--- config.mk ---
export PLATFORM = sky130hd
export DESIGN_NAME = tsa_div
export DESIGN_NICKNAME = d
export VERILOG_FILES = /design/src/hw/rtl/tsa_pkg.sv /design/src/hw/rtl/tsa_div.sv
export SDC_FILE = /design/constraint.sdc
export NUM_CORES = 1
export LEC_CHECK = 0
export BUFFER_PORTS_ARGS = -buffer_cell sky130_fd_sc_hd__buf_2
export CORE_ASPECT_RATIO = 0.9
export CORE_MARGIN = 3
export CORE_UTILIZATION = 61
export CTS_CLUSTER_DIAMETER = 120
export DETAILED_ROUTE_END_ITERATION = 16
export GPL_TIMING_DRIVEN = 0
export PLACE_DENSITY = 0.95
export SKIP_LAST_GASP = 1
export SYNTH_ARGS = -nofsm -noshare
export SYNTH_HDL_FRONTEND = slang
export SYNTH_SLANG_ARGS = --single-unit
--- constraint.sdc ---
create_clock -name clk -period 10.57 [get_ports clk]
set_clock_uncertainty 0.1 [all_clocks]
set_input_delay 1.057 -clock clk [delete_from_list [all_inputs] [get_ports clk]]
set_output_delay 1.057 -clock clk [all_outputs]
set_load 0.02 [all_outputs]
--- src/hw/rtl/tsa_pkg.sv ---
// ----------------------------------------------------------------------------
// tsa_pkg: shared types and constants for the tagged stack ALU
// Holds the operation codes, the value tags, the error codes and the request
// and result structs.
// ----------------------------------------------------------------------------
package tsa_pkg;

	localparam int StackDepth = 64;
	localparam int PtrW       = $clog2(StackDepth);
	localparam int DepthW     = 7;
	localparam int NumW       = 64;

	typedef enum logic [3:0] {
		FN_PUSH = 4'd0, FN_POP = 4'd1, FN_SWAP = 4'd2, FN_ROT = 4'd3,
		FN_EQ = 4'd4, FN_LT = 4'd5, FN_GT = 4'd6, FN_AND = 4'd7,
		FN_OR = 4'd8, FN_NOT = 4'd9, FN_ADD = 4'd10, FN_SUB = 4'd11,
		FN_MUL = 4'd12, FN_DIV = 4'd13, FN_MOD = 4'd14, FN_NEG = 4'd15
	} func_t;

	typedef enum logic [1:0] {
		TAG_FALSE = 2'd0, TAG_TRUE = 2'd1, TAG_NIL = 2'd2, TAG_NUM = 2'd3
	} tag_t;

	typedef enum logic [2:0] {
		ERR_NONE = 3'd0, ERR_UNDER = 3'd1, ERR_OVER = 3'd2,
		ERR_TYPE = 3'd3, ERR_DIV = 3'd4
	} err_t;

	typedef struct packed {
		logic [3:0]         func;
		logic [1:0]         push_tag;
		logic signed [63:0] push_number;
	} req_t;

	typedef struct packed {
		logic [1:0]         top_tag;
		logic signed [63:0] top_number;
		logic [6:0]         stack_depth;
		logic [2:0]         error_code;
	} rsp_t;

	// divider request and result
	typedef struct packed {
		logic          start;
		logic          is_mod;
		logic [NumW-1:0] a;
		logic [NumW-1:0] b;
	} div_req_t;

	typedef struct packed {
		logic          done;
		logic [NumW-1:0] r;
	} div_rsp_t;

endpackage

--- src/hw/rtl/tsa_div.sv ---
// ----------------------------------------------------------------------------
// tsa_div: iterative signed divider
// Restoring division on magnitudes, one quotient bit per cycle; quotient
// truncates toward zero, remainder takes the dividend's sign.
// ----------------------------------------------------------------------------
module tsa_div import tsa_pkg::*; (
	input  logic     clk,
	input  logic     arst_n,
	input  div_req_t req,
	output div_rsp_t rsp
);

	logic [NumW-1:0]  quo_q, rem_q, den_q;
	logic [6:0]       cnt_q;
	logic             busy_q, neg_q, is_mod_q, done_q;
	logic [NumW:0]    trial;
	logic [NumW-1:0]  rem_sh;
	logic [NumW-1:0]  mag_a, mag_b, res;

	assign mag_a  = req.a[NumW-1] ? (~req.a + 1'b1) : req.a;
	assign mag_b  = req.b[NumW-1] ? (~req.b + 1'b1) : req.b;
	assign rem_sh = {rem_q[NumW-2:0], quo_q[NumW-1]};
	assign trial  = {1'b0, rem_sh} - {1'b0, den_q};
	assign res    = is_mod_q ? rem_q : quo_q;

	always_ff @(posedge clk or negedge arst_n) begin
		if (!arst_n) begin
			busy_q <= 1'b0;
			done_q <= 1'b0;
			cnt_q  <= '0;
		end else begin
			done_q <= 1'b0;
			if (req.start) begin
				busy_q   <= 1'b1;
				cnt_q    <= 7'(NumW);
				quo_q    <= mag_a;
				rem_q    <= '0;
				den_q    <= mag_b;
				is_mod_q <= req.is_mod;
				neg_q    <= req.is_mod ? req.a[NumW-1] : (req.a[NumW-1] ^ req.b[NumW-1]);
			end else if (busy_q) begin
				if (trial[NumW]) begin
					rem_q <= rem_sh;
					quo_q <= {quo_q[NumW-2:0], 1'b0};
				end else begin
					rem_q <= trial[NumW-1:0];
					quo_q <= {quo_q[NumW-2:0], 1'b1};
				end
				cnt_q <= cnt_q - 7'd1;
				if (cnt_q == 7'd1) begin
					busy_q <= 1'b0;
					done_q <= 1'b1;
				end
			end
		end
	end

	assign rsp.done = done_q;
	assign rsp.r    = neg_q ? (~res + 1'b1) : res;

endmodule

==> results.py <==
metrics = {
    "logic_synthesis": {
        "synthCells": 2050,
        "synthArstFlopShare_pct": 4.43,
        "ys_warn_count": 0,
        "ys_seq_area_share_pct": 34.7,
        "ys_ff_latch": 203,
        "synth_edf_count": 194,
        "synth_cell_types": 69,
        "synth_area_per_cell_sq_um": 8.50,
        "synth_nets": 2252,
        "syn_area_sq_mm": 0.0174,
        "synth_ff_type": "edfxtp_1",
    },
    "sta": {
        "rsz0062_at_grt": "no",
        "fin_crit_sh_pct": 95.5,
        "fmax_mhz": 99.1,
        "setup_viol": 0,
        "period_needed_ns": 10.09,
        "final_max_slew_viol_count": 4,
        "relSlewSlack_pct": -7.00,
        "fin_setup_tns_ns": 0,
        "worst_pin_slew_ns": 1.59,
        "hold_viol_final": 0,
    },
    "finish": {
        "syn2layout_area_growth_pct": 12.6,
        "final_nets": 2475,
        "drive_gt1_share_pct": 12.7,
        "n_fill_cell": 2211,
        "diodes": 0,
        "final-instance-count-excl-fill": 2646,
    },
    "cts": {
        "worstSkewPairLatency_ns": 0.52,
        "cts_buffers": 23,
        "postCtsSetupRepairBufs": 0,
        "cts_resized": 0,
        "cts_buffer_depth": 3,
        "h-tree-depth": 1,
        "clk_pin_slew_ns": 0.06,
        "root_buffer": "clkbuf_16",
        "cts_hold_buf": 0,
        "cts_sinks": 203,
        "cts_tree": "done",
    },
    "critical_path": {
        "arrival_ns": 8.94,
        "worstSetupPathType": "reg2out",
        "cp_max_fo": 10,
        "required_ns": 9.41,
        "endpoint_kind": "primary output",
        "start_kind": "flip-flop",
    },
    "die": {
        "ios": 197,
        "dieWidth_microns": 184,
        "die_h_microns": 166,
        "rows": 58,
        "core-area_sq_mm": 0.0280,
        "die_area_sq_mm": 0.0306,
        "initial_utilization_pct": 62.2,
    },
    "drt": {
        "first_pass_iters": 6,
        "viasPerCell": 6.57,
        "avgRoutedWirePerCell_microns": 20.9,
        "drt_iter0_drc": 2154,
        "num_vias": 17400,
        "wirelength_microns": 55400,
        "drc_errors": 0,
        "ant_nets": 0,
    },
    "status": {
        "status": "finished, violations left",
        "violations": "capacitance limit, slew limit",
    },
    "grt": {
        "grt_pass1_wl_microns": 85700,
        "grt_pass1_vias": 16600,
        "grt_overflow": 0,
        "antenna_found_initial": 0,
        "grt_usage_pct": 34.8,
        "grt_max_degree": 76,
    },
    "power_and_ir_drop": {
        "p_leak_nw": 7.68,
        "ir_worst_vdd_v": 0.000149,
        "power.density_mw_per_mm2": 156,
    },
    "run": {
        "max_cap_violations": 1,
    },
    "placed_design": {
        "gp_congestion": 0.973,
        "port_buffers": 195,
        "dp_cells": 2607,
        "dp_hpwl_microns": 43200,
    },
    "min_path": {
        "hold_path.class": "reg2reg",
    },
}
[layer usage]
metal	vias to the layer above	routed length [microns]	GRT usage, %
li1	7960	-	-
met1	8165	20900	44.9
met2	1045	26400	58.8
met3	204	5690	6.31
met4	0	2460	12.2
met5	-	0	0
[cell type report]
type                    instances  area [sq um]  share of cell area, %
repair buffers                198          1030                   5.26
well taps                     360           450                   2.30
clock inverters                 7          38.8                  0.198
inverters                      96           360                   1.84
clock buffers                  31           656                   3.34
flip-flops and latches        203          6050                   30.8
multi-input cells            1646         10600                   54.1
plain buffers                 105           423                   2.16
[state kept, by name, indices dropped and copies added, names as in the netlist]
signal	cells
rem_q	64
done_q	1
cnt_q	7
busy_q	1
is_mod_q	1
neg_q	1
den_q	64
quo_q	64
[stage by stage]
stage	cell area, sq um	util [%]	power [mW]	setup WS, ns	hold slack (ns)
2_1_floorplan	17400	-	1.89	2.61	0.378
3_3_place_gp	18900	67.3	2.24	0.898	0.397
3_5_place_dp	18900	67.5	2.27	0.832	0.450
4_1_cts	19600	70.0	3.03	0.190	0.467
5_1_grt	19600	70.0	3.20	0.0489	0.498
6_report	19600	70.0	3.06	0.477	0.463
[final timing paths]
path / start / endpoint / slack, ns / cells past startpoint
worst max-delay path: is_mod_q$_DFFE_PP_ / rsp[62] / 0.48 / 23
worst min-delay path: cnt_q[5]$_DFFE_PN0N_ / cnt_q[5]$_DFFE_PN0N_ / 0.46 / 2
worst max register to register: quo_q[63]$_DFFE_PP_ / rem_q[17]$_SDFFCE_PP0P_ / 4.28 / 16
worst min register to register: cnt_q[5]$_DFFE_PN0N_ / cnt_q[5]$_DFFE_PN0N_ / 0.46 / 2
max in group asynchronous: arst_n / cnt_q[6]$_DFFE_PN0N_ / 9.11 / 1
min in group asynchronous: arst_n / cnt_q[5]$_DFFE_PN0N_ / 0.63 / 1
[power by group]
part           internal [mW]  switching (mW)
logic                  0.426           0.750
registers               1.00           0.116
clock network          0.431           0.334
[placed cells by master, fill, tap and decap left out, drive strengths merged, types with 15 or more instances in the layout]
master  Yosys  final
o31ai      53     53
nor2b      15     15
or3        46     46
o41ai      20     20
or4        30     30
nand4      21     21
buf        17    213
nand2     246    246
mux2       17     17
ha         69     69
or2        19     19
edfxtp    194    194
inv        96     96
o21ai     130    130
a311oi     50     50
nand3      35     35
clkbuf     88    120
a21oi     172    172
xnor2     110    110
nor2      201    201
mux2i      64     64
nor3       63     63
xor2      138    138
[synthesized netlist by cell type (all sizes together), types with 4 or more instances]
cell type	count	share of area, %
inv	96	2.1
a211oi	11	0.47
xnor2	110	5.5
o2111ai	4	0.20
nand2b	12	0.43
edfxtp	194	33
nor2b	15	0.54
nand3	35	1.0
buf	17	0.52
or4	30	1.4
a21boi	4	0.17
a311oi	50	2.5
clkbuf	88	1.9
or3	46	1.7
mux2	17	1.1
mux2i	64	3.7
o21ai	130	3.7
and2	4	0.14
a21o	11	0.47
dfrtp	9	1.3
or2	19	0.68
a21oi	172	4.9
o31ai	53	2.3
ha	69	5.0
and3	5	0.18
a31oi	7	0.25
nor3b	6	0.26
o41ai	20	1.0
nor3	63	1.8
nor4	12	0.43
nor2	201	4.3
o311ai	4	0.20
o21a	9	0.39
a32oi	9	0.45
nand2	246	5.3
nand4	21	0.75
o21bai	12	0.52
xor2	138	6.9
[critical path: stages, from the launching register on]
cell	delay (ns)
edfxtp_1	0.35
buf_6	0.14
buf_2	0.23
buf_1	0.40
clkbuf_1	0.44
buf_1	0.54
buf_2	0.36
buf_2	0.30
buf_1	0.52
clkbuf_1	0.52
clkbuf_2	0.55
mux2i_1	0.30
ha_1	0.22
o21ai_0	0.12
or2_2	0.37
nor4_2	0.44
nand4b_1	0.28
or3_1	0.44
or4b_2	0.65
clkbuf_1	0.21
or3_1	0.42
o31ai_1	0.27
xor2_1	0.16
buf_2	0.18
[kinds of logic after synthesis]
family,share of synthesized area (%)
flops,34.7
buf+inv,4.49
mux,4.80
compound gates,19.0
fa+ha+maj,5.07
xor+xnor,12.5
simple gates,19.5
Power figures use the tool's default switching activity.
